===== config.mk =====
export PLATFORM = sky130hd
export DESIGN_NAME = bbca_front_flat
export DESIGN_NICKNAME = d
export VERILOG_FILES = /design/src/rtl/bbca_pkg.sv /design/src/rtl/bbca_if.sv /design/src/rtl/bbca_front.sv /design/src/flat_wrapper.sv
export SDC_FILE = /design/constraint.sdc
export NUM_CORES = 1
export LEC_CHECK = 0
export ABC_AREA = 1
export BUFFER_PORTS_ARGS = -buffer_cell sky130_fd_sc_hd__clkbuf_2
export CAP_MARGIN = 20
export CORE_ASPECT_RATIO = 1.4
export CORE_UTILIZATION = 45
export DETAILED_ROUTE_END_ITERATION = 16
export GPL_ROUTABILITY_DRIVEN = 0
export GPL_TIMING_DRIVEN = 0
export PLACE_DENSITY = 0.68
export SETUP_SLACK_MARGIN = 0.5
export SLEW_MARGIN = 20
export SYNTH_ARGS = -nofsm -noshare
export SYNTH_HDL_FRONTEND = slang
export SYNTH_SLANG_ARGS = --single-unit

===== constraint.sdc =====
create_clock -name clk -period 4.45 [get_ports clk]
set_input_delay 0.2225 -clock clk [delete_from_list [all_inputs] [get_ports clk]]
set_output_delay 0.2225 -clock clk [all_outputs]
set_load 0.01 [all_outputs]

===== src/rtl/bbca_pkg.sv =====
// Package for the clipped box blur: sizes, register indexes, request codes
// and the structs passed between the front end, the job queue and the back end.
// No dependencies.
`timescale 1ns / 1ps
package bbca_pkg;

  localparam int MAX_SIDE    = 1024;
  localparam int MAX_KERNEL  = 15;
  localparam int SAMPLE_BITS = 16;

  localparam int STORE_ROWS  = MAX_KERNEL + 1;
  localparam int SIDE_W      = $clog2(MAX_SIDE + 1);
  localparam int POS_W       = $clog2(MAX_SIDE);
  localparam int KER_W       = $clog2(MAX_KERNEL + 1);
  localparam int SLOT_W      = $clog2(STORE_ROWS);
  localparam int STORE_DEPTH = STORE_ROWS * MAX_SIDE;
  localparam int ADDR_W      = $clog2(STORE_DEPTH);
  localparam int CNT_W       = $clog2(MAX_KERNEL * MAX_KERNEL + 1);
  localparam int SUM_W       = SAMPLE_BITS + CNT_W;
  localparam int STEP_W      = $clog2(SUM_W);
  localparam int QUEUE_DEPTH = 2;
  localparam int QPTR_W      = $clog2(QUEUE_DEPTH);
  localparam int QCNT_W      = $clog2(QUEUE_DEPTH + 1);

  // Fixed field widths of the channels
  localparam int HEIGHT_W    = 16;
  localparam int CFG_IDX_W   = 2;
  localparam int CFG_DATA_W  = 11;
  localparam int MAP_REG_W   = 11;
  localparam int KER_REG_W   = 4;

  localparam int RESET_SIDE   = 256;
  localparam int RESET_KERNEL = 3;

  // Register indexes
  localparam logic [CFG_IDX_W-1:0] REG_MAP_SIDE    = 2'd0;
  localparam logic [CFG_IDX_W-1:0] REG_KERNEL_SIDE = 2'd1;

  // Request codes
  localparam logic REQ_SAMPLE = 1'b0;
  localparam logic REQ_DRAIN  = 1'b1;

  // Effective (clamped) configuration
  typedef struct packed {
    logic [SIDE_W-1:0] side;
    logic [KER_W-1:0]  kernel;
  } cfg_t;

  // One output pixel to compute
  typedef struct packed {
    logic [POS_W-1:0]  row;
    logic [POS_W-1:0]  col;
    logic [SLOT_W-1:0] slot;
    logic              last;
  } job_t;

  typedef struct packed {
    logic full;
    logic empty;
  } q_status_t;

endpackage


===== src/rtl/bbca_if.sv =====
// Channel interfaces of the clipped box blur: sample input, result output,
// configuration write. Depends on bbca_pkg.
`timescale 1ns / 1ps
interface bbca_sample_if;
  logic                          valid;
  logic                          ready;
  logic                          req_type;
  logic [bbca_pkg::HEIGHT_W-1:0] height_in;
  modport source (output valid, req_type, height_in, input ready);
  modport sink   (input valid, req_type, height_in, output ready);
endinterface


interface bbca_cfg_if;
  logic                            valid;
  logic                            ready;
  logic [bbca_pkg::CFG_IDX_W-1:0]  index;
  logic [bbca_pkg::CFG_DATA_W-1:0] data;
  modport source (output valid, index, data, input ready);
  modport sink   (input valid, index, data, output ready);
endinterface


===== src/rtl/bbca_front.sv =====
// Front end of the clipped box blur: configuration registers, input raster
// position, row store writes and issue of output jobs. Depends on bbca_pkg, bbca_if.
`timescale 1ns / 1ps
module bbca_front (
  input  logic                        clk,
  input  logic                        rst,
  bbca_sample_if.sink                 sample_ch,
  bbca_cfg_if.sink                    cfg_ch,
  output bbca_pkg::cfg_t              cfg,
  output logic                        st_we,
  output logic [bbca_pkg::ADDR_W-1:0] st_waddr,
  output logic [bbca_pkg::SAMPLE_BITS-1:0] st_wdata,
  output logic                        push,
  output bbca_pkg::job_t              push_job,
  input  bbca_pkg::q_status_t         q_status,
  input  logic                        back_idle
);

  logic [bbca_pkg::MAP_REG_W-1:0] map_side;
  logic [bbca_pkg::KER_REG_W-1:0] kernel_side;
  logic [bbca_pkg::POS_W-1:0]     in_col;
  logic [bbca_pkg::POS_W-1:0]     in_row;
  logic [bbca_pkg::SLOT_W-1:0]    in_slot;
  logic [bbca_pkg::POS_W-1:0]     out_col;
  logic [bbca_pkg::POS_W-1:0]     out_row;
  logic [bbca_pkg::SLOT_W-1:0]    out_slot;
  logic                           frame_done;
  logic                           wrap_wait;

  logic [bbca_pkg::SIDE_W-1:0]    side;
  logic [bbca_pkg::SIDE_W-1:0]    side_m1;
  logic [bbca_pkg::KER_W-1:0]     kernel;
  logic [bbca_pkg::SIDE_W-1:0]    down;
  logic                           take;
  logic                           is_sample;
  logic                           in_end;
  logic                           in_row_end;
  logic                           out_row_end;
  logic                           out_last;
  logic                           reached;
  logic                           cfg_take;

  // Clamp the configuration
  always_comb begin
    if (map_side < bbca_pkg::MAP_REG_W'(2)) begin
      side = bbca_pkg::SIDE_W'(2);
    end else if (32'(map_side) > bbca_pkg::MAX_SIDE) begin
      side = bbca_pkg::SIDE_W'(bbca_pkg::MAX_SIDE);
    end else begin
      side = bbca_pkg::SIDE_W'(map_side);
    end
    if (kernel_side == '0) begin
      kernel = bbca_pkg::KER_W'(1);
    end else if (32'(kernel_side) > bbca_pkg::MAX_KERNEL) begin
      kernel = bbca_pkg::KER_W'(bbca_pkg::MAX_KERNEL);
    end else begin
      kernel = bbca_pkg::KER_W'(kernel_side);
    end
  end

  assign cfg.side   = side;
  assign cfg.kernel = kernel;
  assign side_m1    = side - 1'b1;
  assign down       = bbca_pkg::SIDE_W'(kernel - 1'b1 - (kernel >> 1));

  // Classify the request
  assign take        = sample_ch.valid && sample_ch.ready;
  assign is_sample   = (sample_ch.req_type == bbca_pkg::REQ_SAMPLE);
  assign in_row_end  = (bbca_pkg::SIDE_W'(in_col) == side_m1);
  assign in_end      = in_row_end && (bbca_pkg::SIDE_W'(in_row) == side_m1);
  assign out_row_end = (bbca_pkg::SIDE_W'(out_col) == side_m1);
  assign out_last    = out_row_end && (bbca_pkg::SIDE_W'(out_row) == side_m1);
  assign reached     = (bbca_pkg::SIDE_W'(in_row) > down) ||
                       ((bbca_pkg::SIDE_W'(in_row) == down) &&
                        (bbca_pkg::SIDE_W'(in_col) >= down));

  assign sample_ch.ready = !q_status.full && !wrap_wait;
  assign cfg_ch.ready    = 1'b1;
  assign cfg_take        = cfg_ch.valid && cfg_ch.ready;

  assign st_we    = take && is_sample && !frame_done;
  assign st_waddr = bbca_pkg::ADDR_W'(32'(in_slot) * bbca_pkg::MAX_SIDE + 32'(in_col));
  assign st_wdata = bbca_pkg::SAMPLE_BITS'(sample_ch.height_in);

  assign push = take && ((is_sample && !frame_done && reached) ||
                         (!is_sample && frame_done));
  assign push_job.row  = out_row;
  assign push_job.col  = out_col;
  assign push_job.slot = out_slot;
  assign push_job.last = out_last;

  // Hold new requests after a frame's last job until the queue is empty and the back end is idle
  always_ff @(posedge clk) begin
    if (rst) begin
      wrap_wait <= 1'b0;
    end else if (push && out_last) begin
      wrap_wait <= 1'b1;
    end else if (q_status.empty && back_idle) begin
      wrap_wait <= 1'b0;
    end
  end

  // Track input and output raster positions
  always_ff @(posedge clk) begin
    if (rst) begin
      map_side    <= bbca_pkg::MAP_REG_W'(bbca_pkg::RESET_SIDE);
      kernel_side <= bbca_pkg::KER_REG_W'(bbca_pkg::RESET_KERNEL);
      in_col      <= '0;
      in_row      <= '0;
      in_slot     <= '0;
      out_col     <= '0;
      out_row     <= '0;
      out_slot    <= '0;
      frame_done  <= 1'b0;
    end else if (cfg_take) begin
      if (cfg_ch.index == bbca_pkg::REG_MAP_SIDE) begin
        map_side <= cfg_ch.data[bbca_pkg::MAP_REG_W-1:0];
      end
      if (cfg_ch.index == bbca_pkg::REG_KERNEL_SIDE) begin
        kernel_side <= cfg_ch.data[bbca_pkg::KER_REG_W-1:0];
      end
      if (cfg_ch.index == bbca_pkg::REG_MAP_SIDE ||
          cfg_ch.index == bbca_pkg::REG_KERNEL_SIDE) begin
        in_col     <= '0;
        in_row     <= '0;
        in_slot    <= '0;
        out_col    <= '0;
        out_row    <= '0;
        out_slot   <= '0;
        frame_done <= 1'b0;
      end
    end else begin
      // The frame restart below covers a last sample that also ends the frame
      if (st_we && !(push && out_last)) begin
        if (in_end) begin
          frame_done <= 1'b1;
        end else if (in_row_end) begin
          in_col  <= '0;
          in_row  <= in_row + 1'b1;
          in_slot <= (in_slot == bbca_pkg::SLOT_W'(bbca_pkg::STORE_ROWS - 1)) ?
                     '0 : in_slot + 1'b1;
        end else begin
          in_col <= in_col + 1'b1;
        end
      end
      if (push) begin
        if (out_last) begin
          in_col     <= '0;
          in_row     <= '0;
          in_slot    <= '0;
          out_col    <= '0;
          out_row    <= '0;
          out_slot   <= '0;
          frame_done <= 1'b0;
        end else if (out_row_end) begin
          out_col  <= '0;
          out_row  <= out_row + 1'b1;
          out_slot <= (out_slot == bbca_pkg::SLOT_W'(bbca_pkg::STORE_ROWS - 1)) ?
                      '0 : out_slot + 1'b1;
        end else begin
          out_col <= out_col + 1'b1;
        end
      end
    end
  end

endmodule


===== src/flat_wrapper.sv =====
// flat-port wrapper written by rule: the top's interface ports become plain ports
module bbca_front_flat 
  (clk, rst, cfg, st_we, st_waddr, st_wdata, push, push_job, q_status, back_idle, sample_ch_valid, sample_ch_req_type, sample_ch_height_in, sample_ch_ready, cfg_ch_valid, cfg_ch_index, cfg_ch_data, cfg_ch_ready);
  bbca_sample_if sample_ch_i ();
  bbca_cfg_if cfg_ch_i ();
  input  logic clk;
  input  logic rst;
  output bbca_pkg::cfg_t cfg;
  output logic st_we;
  output logic [bbca_pkg::ADDR_W-1:0] st_waddr;
  output logic [bbca_pkg::SAMPLE_BITS-1:0] st_wdata;
  output logic push;
  output bbca_pkg::job_t push_job;
  input  bbca_pkg::q_status_t q_status;
  input  logic back_idle;
  input wire logic [$bits(sample_ch_i.valid)-1:0] sample_ch_valid;
  input wire logic [$bits(sample_ch_i.req_type)-1:0] sample_ch_req_type;
  input wire logic [$bits(sample_ch_i.height_in)-1:0] sample_ch_height_in;
  output wire logic [$bits(sample_ch_i.ready)-1:0] sample_ch_ready;
  input wire logic [$bits(cfg_ch_i.valid)-1:0] cfg_ch_valid;
  input wire logic [$bits(cfg_ch_i.index)-1:0] cfg_ch_index;
  input wire logic [$bits(cfg_ch_i.data)-1:0] cfg_ch_data;
  output wire logic [$bits(cfg_ch_i.ready)-1:0] cfg_ch_ready;
  assign sample_ch_i.valid = sample_ch_valid;
  assign sample_ch_i.req_type = sample_ch_req_type;
  assign sample_ch_i.height_in = sample_ch_height_in;
  assign sample_ch_ready = sample_ch_i.ready;
  assign cfg_ch_i.valid = cfg_ch_valid;
  assign cfg_ch_i.index = cfg_ch_index;
  assign cfg_ch_i.data = cfg_ch_data;
  assign cfg_ch_ready = cfg_ch_i.ready;
  bbca_front u_core (.clk(clk), .rst(rst), .sample_ch(sample_ch_i), .cfg_ch(cfg_ch_i), .cfg(cfg), .st_we(st_we), .st_waddr(st_waddr), .st_wdata(st_wdata), .push(push), .push_job(push_job), .q_status(q_status), .back_idle(back_idle));
endmodule

==> results of run 1 <==
==> power by group through the flow <==
stage | clock network (mW) | logic (mW) | registers [mW]
after global routing | 0.661 | 0.535 | 0.610
final | 0.631 | 0.484 | 0.609
after detailed placement | 0 | 0.440 | 0.621
after global placement | 0 | 0.435 | 0.620
after CTS | 0.638 | 0.449 | 0.608
after floorplan | 0 | 0.314 | 0.619
==> worst max-delay path, delay by kind of cell, from the launching register on <==
kind	cells	cell delay [ns]
AO/OA/AOI/OAI	7	0.74
buffers and inverters	5	0.39
adder cells (fa/ha/maj)	2	0.60
AND/OR/NAND/NOR	16	1.45
flip-flops	1	0.32
==> sequential cells by signal (all words and copies together) (netlist names) <==
register            count
u_core.map_side        11
u_core.kernel_side      4
u_core.frame_done       1
u_core.out_slot         4
u_core.in_col          10
u_core.wrap_wait        1
u_core.in_row          10
u_core.out_col         10
u_core.in_slot          4
u_core.out_row         10
==> area by class of cell <==
type	count	share of cell area [%]
Clock buffer	12	3.580
Multi-Input combinational cell	672	53.60
Clock inverter	4	0.3030
Inverter	120	6.970
Tap cell	147	2.784
Buffer	41	4.527
Timing Repair Buffer	104	8.485
Sequential cell	65	19.75
==> per-layer routing <==
| layer | part of all wire [%] | wire length, µm |
|---|---|---|
| met1 | 40 | 6986 |
| met3 | 5.4 | 943 |
| met2 | 49 | 8604 |
| met4 | 5.0 | 877 |
| met5 | 0 | 0 |
==> logic make-up after synthesis <==
group | synth area share (%)
DFF | 23.93
AOI/OAI and AO/OA | 11.30
and+or+nand+nor | 43.70
other | 0.06896
xor gates and xnor gates | 2.738
buffers and inverters | 13.30
adders and majority gates | 4.970
==> through the flow <==
stage / utilization [%] / hold slack [ns] / cells / cell area [µm²] / worst slack (ns)
after floorplan: - / 0.2916 / 898 / 5441 / 0.8699
after global placement: 51.53 / 0.4500 / 1138 / 6091 / 0.2204
after detailed placement: 51.53 / 0.4422 / 1138 / 6091 / 0.1525
after CTS: 54.14 / 0.09156 / 1157 / 6400 / 0.5341
after global routing: 55.89 / 0.1130 / 1165 / 6606 / 0.4819
final: 55.89 / 0.09289 / 1165 / 6606 / 0.7760
==> layout by cell type (no fill, tap or decap), types with 7 or more instances in the layout <==
master and instances:
inv_2 8, clkbuf_2 93, nand3_1 95, buf_6 7
inv_1 105, ha_1 19, o211ai_1 8, nor3_1 18
nand2_4 7, nand2_2 14, buf_4 28, dfxtp_1 62
nor2_1 91, clkbuf_16 9, a21oi_1 49, clkbuf_1 15
o21ai_0 30, xor2_1 16, nand4_1 24, nand2_1 241
==> path summary, 6_finish.rpt <==
path	start	end	slack, ns	depth (start not counted)
worst max-delay path	u_core.kernel_side[3]	u_core.frame_done	0.78	30
worst min-delay path	rst	u_core.in_col[3]	0.09	2
worst max register to register	u_core.kernel_side[3]	u_core.frame_done	0.78	30
worst min register to register	u_core.wrap_wait	u_core.wrap_wait	0.46	2
==> what timing repair did <==
action | CTS | global route
setup endpoints to repair | 47 | 51
setup buffers | 3 | 8
gates resized for setup | 5 | 41
cloned | 0 | 0
pin swaps | 3 | 11
==> flow_metrics.env, run 1 <==
export IMPL_io_buffers=93
export IMPL_tritoncts="yes"
export IMPL_synth_area_per_cell_um2=6.062
export IMPL_grt_pass1_vias=5408
export IMPL_yosysUniqueCellTypes=46
export IMPL_path_clk_slew_ns=0.06
export IMPL_p_int_mw=1.137
export IMPL_tightest_slew_ns=0.7888
export IMPL_seqPwrFrac_pct=35.3
export IMPL_drt_iter0_drc=358
export IMPL_hp_class="input port to flop"
export IMPL_nFillCells=1251
export IMPL_p_clk_share_pct=36.6
export IMPL_crit_top_cell="nand2_1"
export IMPL_cp_data_required_time_ns=4.65
export IMPL_core_um2=11820
export IMPL_yosys_top_cells_area="dfxtp_1 (24%), nand2_1 (17%), nand3_1 (8.8%), inv_1 (7.5%), nor2_1 (6.4%)"
export IMPL_criticalPathCategory="flop to flop"
export IMPL_syn_inst=897
export IMPL_grt_usage_pct=27.92
export IMPL_grt_busiest_layer="met2"
export IMPL_startpoint_type="flop"
export IMPL_routed_wl_um=17410
export IMPL_slowest_delay_ns=0.35
export IMPL_ys_seq_area_share_pct=23.93
export IMPL_synth_edf_count=0
export IMPL_die_y_um=132.1
export IMPL_io_pins=111
export IMPL_maxSlewViolCount=0
export IMPL_syn_area_um2=5438
export IMPL_max_cap_violations=0
export IMPL_post_dp_hpwl_um=13420
export IMPL_fp_dieW_um=94.91
export IMPL_grt_max_degree=11
export IMPL_post_drt_wl_per_cell_um=14.95
export IMPL_ctsHoldBuffers=0
export IMPL_use_met2_pct=48.08
export IMPL_setup_worst_path_end_class="flop"
export IMPL_swShare_pct=34.05
export IMPL_antenna_found_initial=0
export IMPL_cts_made_buffers=9
export IMPL_nets=1071
export IMPL_critPathMaxFanout=10
export IMPL_grt_pass1_wl_um=26950
export IMPL_clock_sinks=65
export IMPL_vias_per_cell=5.311
export IMPL_first_pass_iters=7
export IMPL_die_area_um2=12530
export IMPL_p_switching_uw=587.3
export IMPL_rsz0062_at_grt="false"
export IMPL_multiInputGateArea_um2=3541
export IMPL_p_total_mw=1.725
export IMPL_synth_top_cell_area_share_pct=23.93
export IMPL_synth_seq_cells=65
export IMPL_cts_htree_levels=3
export IMPL_diodes=0
export IMPL_crit_path_top_delay_cell="ha_1"
export IMPL_rows=47
export IMPL_max_slew_margin_pct=47.13
export IMPL_max_freq_ghz=0.2722
export IMPL_yosys_area_top_type="dfxtp_1"
export IMPL_yosysMostFrequentCell="nand2_1"
export IMPL_seq_area_um2=1305
export IMPL_met1_usage_pct=33.38
export IMPL_ys_flop_type="dfxtp_1"
export IMPL_grtUsageMet3_pct=3.287
export IMPL_clock_skew_ns=0.007984
export IMPL_overflow=0
export IMPL_drive_gt1_share_pct=21.41
export IMPL_report_final_hold_viol_count=0
export IMPL_p_comb_share_pct=28.1
export IMPL_floorplan_initialDensity_pct=46.00
export IMPL_worstPathArrival_ns=3.87
export IMPL_fin_crit_ns=3.674
export IMPL_async_reset_ff_share_pct=0
export IMPL_status="complete, no violations"
export IMPL_p_leak_nw=3.110
export IMPL_synth_top_cells_by_count="nand2_1 (245), inv_1 (108), nand3_1 (96), nor2_1 (93), dfxtp_1 (65)"
export IMPL_insertion_delay_ns=0.34
export IMPL_layout_area_overhead_vs_synth_pct=21.49
export IMPL_finalSetupTns_ns=0
export IMPL_vias=6187
export IMPL_ys_warn_count=0
export IMPL_ir_drop_uv=189.7
export IMPL_cts_root_buffer="clkbuf_16"
export IMPL_cts_max_path_buffers=2
export IMPL_finalSetupViolCount=0
export IMPL_period_share_pct=82.56
export IMPL_drc=0
export IMPL_power_density_nw_per_um2=261.0
export IMPL_ant_nets=0
Power figures use the tool's default switching activity.
==> inputs of run 2 (changes only) <==
ABC_AREA = 0   (was 1)
PLACE_DENSITY = 0.7   (was 0.68)
clock period = 3.3 ns   (was 4.45 ns; I/O delays follow)
==> run 2 against run 1 <==
The flow now finishes with violations (setup timing). Worst hold slack worse by 0.058 ns. Die area down 3.4%. Flip-flop and latch count is the same. Non-clock buffer count rose by 85. Sequential power increased by 32%. Core utilization rose by 15 points. Critical path depth decreased by 12. Clock skew up 0.0030 ns. Via count increased by 2.6%. Final cell count shrank 11%. Count of clock-buffer cells in the layout is 1 lower. Critical endpoint is now u_core.in_row[8]. Largest cell class unchanged. Largest power group unchanged. Highest routed layer unchanged.
==> flow_metrics.env, run 2 <==
export IMPL_grt_pass1_vias=5889
export IMPL_io_pins=111
export IMPL_drt_iter0_drc=365
export IMPL_cts_root_buffer="clkbuf_16"
export IMPL_period_share_pct=127.2
export IMPL_fin_crit_ns=4.199
export IMPL_ant_nets=0
export IMPL_drive_gt1_share_pct=40.65
export IMPL_max_cap_violations=0
export IMPL_yosysUniqueCellTypes=76
export IMPL_clock_sinks=65
export IMPL_crit_path_top_delay_cell="or4_4"
export IMPL_rsz0062_at_grt="true"
export IMPL_vias_per_cell=6.153
export IMPL_layout_setup_ws_ns=-0.8986
export IMPL_seq_area_um2=1324
export IMPL_floorplan_initialDensity_pct=46.30
export IMPL_post_drt_wl_per_cell_um=19.12
export IMPL_synth_compound_area_share_pct=24.24
export IMPL_worstPathArrival_ns=4.48
export IMPL_tritoncts="yes"
export IMPL_final_common_cell="clkbuf_2"
export IMPL_regMostFlops="u_core.map_side"
export IMPL_vias=6350
export IMPL_grt_usage_pct=30.52
export IMPL_core_um2=11340
export IMPL_dp_slack_ns=-1.514
export IMPL_rr_endpoint="u_core.in_row[8]"
export IMPL_synth_seq_cells=65
export IMPL_clock_skew_ns=0.01102
export IMPL_crit_top_cell="or4_4"
export IMPL_status="complete, but fails checks"
export IMPL_die_area_um2=12110
export IMPL_cts_max_path_buffers=2
export IMPL_overflow=0
export IMPL_cts_htree_levels=3
export IMPL_power_density_nw_per_um2=321.1
export IMPL_finalSetupViolCount=52
export IMPL_maxSlewViolCount=0
export IMPL_post_dp_hpwl_um=12980
export IMPL_layout_area_overhead_vs_synth_pct=52.48
export IMPL_ys_seq_area_share_pct=24.79
export IMPL_diodes=0
export IMPL_rows=46
export IMPL_violations="setup timing"
export IMPL_rrSetupSlack_ns=-0.90
export IMPL_p_leak_nw=3.149
export IMPL_hold_ws_ns=0.03480
export IMPL_max_freq_ghz=0.2382
export IMPL_slowest_delay_ns=0.53
export IMPL_synth_simple_gate_area_share_pct=28.46
export IMPL_antenna_found_initial=0
export IMPL_cp_data_required_time_ns=3.58
export IMPL_first_pass_iters=5
export IMPL_fp_dieW_um=93.29
export IMPL_hp_start="cfg_ch_data[5]"
export IMPL_synth_fa_ha_area_share_pct=5.148
export IMPL_synth_top_cell_area_share_pct=24.79
export IMPL_yosysMostFrequentCell="nand2_1"
export IMPL_ys_flop_type="dfxtp_1"
export IMPL_grt_pass1_wl_um=28860
export IMPL_async_reset_ff_share_pct=0
export IMPL_synth_top_family_by_area="simple AND/OR/NAND/NOR gates"
export IMPL_syn_inst=706
export IMPL_synth_top_cells_by_count="nand2_1 (74), dfxtp_1 (65), a21oi_1 (55), nor2_1 (46), nand3_1 (42)"
export IMPL_critPathMaxFanout=7
export IMPL_hold_depth=3
export IMPL_ctsHoldBuffers=0
export IMPL_path_clk_slew_ns=0.05
export IMPL_grt_max_degree=12
export IMPL_setup_worst_path_end_class="flop"
export IMPL_hp_class="input port to flop"
export IMPL_tightest_slew_ns=0.8463
export IMPL_synth_area_per_cell_um2=7.436
export IMPL_report_final_hold_viol_count=0
export IMPL_drc=0
export IMPL_r2r_cells=18
export IMPL_nFillCells=841
export IMPL_yosys_area_top_type="dfxtp_1"
export IMPL_whs_endpoint="u_core.map_side[5]"
export IMPL_routed_wl_um=19730
export IMPL_synth_xor_xnor_area_share_pct=6.506
export IMPL_die_y_um=129.8
export IMPL_insertion_delay_ns=0.35
export IMPL_io_buffers=93
export IMPL_syn_area_um2=5250
export IMPL_startpoint_type="flop"
export IMPL_cts_made_buffers=9
export IMPL_finalSetupTns_ns=-31.37
export IMPL_worstReg2RegStart="u_core.map_side[6]"
export IMPL_crit_chain="or4_4 > buf_8 > nor3_4 > o21ai_2 > ha_2 > clkbuf_16 > nor2b_4 > o211ai_1 > o31ai_1 > a31oi_2 > buf_4 > xor2_1 > nor4b_4 > or3_4 > buf_6 > or4_4 > or4b_1 > nand3_1"
export IMPL_final_cell_mix="clkbuf_2 (91), buf_4 (66), nand2_1 (63), dfxtp_1 (57), nor2_1 (40)"
export IMPL_synth_edf_count=0
export IMPL_largest_register_ffs=11
export IMPL_ir_drop_uv=311.0
export IMPL_yosys_top_cells_area="dfxtp_1 (25%), nand2_1 (5.3%), a21oi_1 (5.2%), ha_1 (4.8%), nand3_1 (4.0%)"
export IMPL_nets=941
export IMPL_muxShareOfSynthArea_pct=2.288
export IMPL_multiInputGateArea_um2=4410
export IMPL_ys_warn_count=0
export IMPL_criticalPathCategory="flop to flop"
export IMPL_max_slew_margin_pct=41.97
run 2: area by class of cell:
type                    instances  area share [%]
multi-input cells             545           55.10
flip-flops and latches         65           16.54
repair buffers                164           14.24
plain buffers                  66           6.205
clock buffers                  11           3.157
well taps                     144           2.251
inverters                      32           1.547
clock inverters                 5          0.9691
run 2: metal layers:
metal	GRT usage (%)	wire length, µm
met5	0	0
met4	20.45	1070
met3	4.138	1172
met2	55.71	10300
met1	32.48	7190
run 2: worst max-delay path by stage:
stage / startpoint / to / slack, ns / cells after the start
3_5_place_dp: u_core.map_side[10] / u_core.in_row[3] / -1.51 / 15
5_1_grt: u_core.map_side[6] / u_core.in_row[8] / -1.0 / 18
2_1_floorplan: u_core.map_side[4] / u_core.in_row[8] / -0.82 / 16
4_1_cts: u_core.map_side[6] / u_core.in_row[8] / -0.82 / 17
6_report: u_core.map_side[6] / u_core.in_row[8] / -0.90 / 18
3_3_place_gp: u_core.map_side[10] / u_core.in_row[3] / -1.44 / 15
run 2: worst max-delay path: cells and delay by family, from the launching register on:
kind	cells	cell delay (ns)
AOI/OAI and AO/OA	4	0.53
and+or+nand+nor	8	2.21
adders and majority gates	1	0.20
buffers and inverters	4	0.59
xor gates and xnor gates	1	0.27
DFF	1	0.34
run 2: kinds of logic (layout without fill, tap and decap cells):
kind of cell / count (synthesis) / in the layout
other: 1 / 2
AOI/OAI and AO/OA: 187 / 187
adders and majority gates: 21 / 21
buffers and inverters: 98 / 278
xor gates and xnor gates: 39 / 39
muxes: 12 / 12
DFF: 65 / 65
and+or+nand+nor: 283 / 284
run 2: power breakdown:
group | leakage, nW | internal, mW | switching (mW)
sequential | 0.529 | 0.792 | 0.0138
clock | 0.162 | 0.699 | 0.373
combinational | 2.46 | 0.318 | 0.374
run 2: timing repair:
item | in CTS | in global routing
endpoints found under the setup margin | 52 | 52
pin swaps | 47 | 41
resized for setup | 126 | 89
gates cloned | 3 | 3
setup buffers | 45 | 21
run 2: per-stage QoR:
| step | utilization (%) | cell area (µm²) | instances | power [mW] |
|---|---|---|---|---|
| after floorplan | - | 5500 | 707 | 1.180 |
| after global placement | 54.20 | 6146 | 944 | 1.295 |
| after detailed placement | 54.20 | 6146 | 944 | 1.308 |
| after CTS | 65.34 | 7408 | 1008 | 2.468 |
| after global routing | 70.60 | 8005 | 1032 | 2.643 |
| final | 70.60 | 8005 | 1032 | 2.570 |
==> inputs of run 3 (changes only) <==
CORE_MARGIN = 2   (was default)
GPL_TIMING_DRIVEN = default   (was 0)
==> run 3 against run 2 <==
The run still ends with setup timing left. Clock skew fell by 0.0040 ns. First-iteration DRC count is 56% higher. Global-route usage is 2.1 points higher. Setup slack better by 0.14 ns. Critical path depth shrank 3. Flip-flop and latch count stayed put. Maximum frequency is 3.4% higher. Sequential share of layout area is 0.68 points lower. Largest cell class unchanged. Largest power group unchanged.
==> flow_metrics.env, run 3 (synthesized netlist as in run 2, its figures left out) <==
export IMPL_tightest_slew_ns=0.8720
export IMPL_violations="setup timing"
export IMPL_insertion_delay_ns=0.35
export IMPL_final_common_cell="buf_4"
export IMPL_criticalPathCategory="flop to flop"
export IMPL_final_cell_mix="buf_4 (110), clkbuf_2 (75), nand2_1 (62), dfxtp_1 (59), buf_6 (44)"
export IMPL_diodes=0
export IMPL_finalSetupTns_ns=-25.10
export IMPL_cts_made_buffers=9
export IMPL_report_final_hold_viol_count=0
export IMPL_maxSlewViolCount=0
export IMPL_io_buffers=77
export IMPL_layout_area_overhead_vs_synth_pct=58.44
export IMPL_ant_nets=0
export IMPL_slowest_delay_ns=0.57
export IMPL_cp_depth=15
export IMPL_grt_usage_pct=32.60
export IMPL_vias=6691
export IMPL_regMostFlops="u_core.map_side"
export IMPL_finalSetupViolCount=52
export IMPL_nFillCells=701
export IMPL_nets=946
export IMPL_status="complete, but fails checks"
export IMPL_grt_pass1_vias=6588
export IMPL_max_cap_violations=0
export IMPL_io_pins=111
export IMPL_fp_dieW_um=95.29
export IMPL_fin_crit_ns=4.060
export IMPL_first_pass_iters=5
export IMPL_crit_top_cell="or4_4"
export IMPL_path_clk_slew_ns=0.06
export IMPL_post_drt_wl_per_cell_um=21.71
export IMPL_critPathMaxFanout=3
export IMPL_die_area_um2=12560
export IMPL_overflow=0
export IMPL_cts_htree_levels=3
export IMPL_cts_max_path_buffers=2
export IMPL_max_freq_ghz=0.2463
export IMPL_critical_path_top_delay_family="simple AND/OR/NAND/NOR gates"
export IMPL_rsz0062_at_grt="true"
export IMPL_grt_max_degree=34
export IMPL_power_density_nw_per_um2=312.0
export IMPL_clock_sinks=65
export IMPL_hold_ws_ns=0.02960
export IMPL_drive_gt1_share_pct=46.70
export IMPL_drt_iter0_drc=571
export IMPL_worstPathArrival_ns=4.35
export IMPL_die_y_um=131.8
export IMPL_hp_class="input port to flop"
export IMPL_floorplan_initialDensity_pct=46.30
export IMPL_tritoncts="yes"
export IMPL_crit_buf_inv=1
export IMPL_routed_wl_um=22520
export IMPL_grt_pass1_wl_um=32400
export IMPL_layout_setup_ws_ns=-0.7598
export IMPL_cts_root_buffer="clkbuf_16"
export IMPL_max_slew_margin_pct=41.87
export IMPL_ctsHoldBuffers=0
export IMPL_clock_skew_ns=0.007013
export IMPL_core_um2=11340
export IMPL_period_share_pct=123.0
export IMPL_drc=0
export IMPL_ir_drop_uv=273.3
export IMPL_crit_path_top_delay_cell="or4_4"
export IMPL_r2r_cells=15
export IMPL_largest_register_ffs=11
export IMPL_cp_data_required_time_ns=3.59
export IMPL_setup_worst_path_end_class="flop"
export IMPL_hold_depth=3
export IMPL_crit_chain="or4_4 > nor3_4 > o21ai_2 > ha_4 > nor2b_4 > buf_6 > a31oi_4 > nand3b_1 > o2111ai_2 > nor4_4 > nand4b_1 > or3_4 > or4_4 > or4b_4 > nand3_2"
export IMPL_p_leak_nw=3.278
export IMPL_antenna_found_initial=0
export IMPL_vias_per_cell=6.452
export IMPL_post_dp_hpwl_um=13920
export IMPL_rows=46
export IMPL_startpoint_type="flop"
[run 3: stage by stage]
step	power, mW	area [µm²]	cells	worst slack [ns]	utilization [%]
6_report	2.595	8318	1037	-0.7598	73.36
5_1_grt	2.666	8318	1037	-0.8461	73.36
3_3_place_gp	1.361	6569	978	-0.7463	57.93
4_1_cts	2.502	7782	1026	-0.6390	68.64
3_5_place_dp	1.379	6569	978	-0.8166	57.93
2_1_floorplan	1.180	5500	707	-0.8244	-
[run 3: where the power goes]
part / switching [mW] / internal [mW] / total [mW] / leakage, nW
combinational: 0.390 / 0.352 / 0.742 / 2.60
clock: 0.389 / 0.662 / 1.05 / 0.150
sequential: 0.0101 / 0.792 / 0.802 / 0.527
[run 3: final timing paths]
| path | startpoint | end | slack [ns] |
|---|---|---|---|
| setup / recovery | u_core.map_side[6] | u_core.in_row[8] | -0.76 |
| hold / removal | cfg_ch_data[6] | u_core.map_side[6] | 0.03 |
| setup reg to reg | u_core.map_side[6] | u_core.in_row[8] | -0.76 |
| hold reg to reg | u_core.wrap_wait | u_core.wrap_wait | 0.49 |
[run 3: tightest hold or removal path, delay by kind of cell]
kind,cells,cell delay (ns)
compound gates,1,0.05
buf+inv,1,0.08
simple gates,1,0.05
[run 3: area by class of cell]
class,count,area [µm²],area share [%]
clock buffers,11,232.7,2.798
clock inverters,5,81.33,0.9777
inverters,32,120.1,1.444
multi-input cells,547,4623,55.58
flip-flops and latches,65,1319,15.85
well taps,144,180.2,2.166
repair buffers,233,1762,21.18
[run 3: layer usage]
| layer | share of wire (%) | GRT usage [%] | up-vias |
|---|---|---|---|
| met5 | 0 | 0 | - |
| met4 | 8.0 | 24.96 | 0 |
| met3 | 7.1 | 6.003 | 155 |
| met2 | 51 | 56.49 | 409 |
| met1 | 34 | 33.57 | 3184 |
| li1 | - | - | 2943 |
[run 3: timing repair]
item / 4_1_cts / 5_1_grt
gates resized for setup: 150 / 90
pin swaps: 87 / 55
gates cloned: 4 / 1
endpoints found under the setup margin: 52 / 52
buffers inserted: 28 / 10
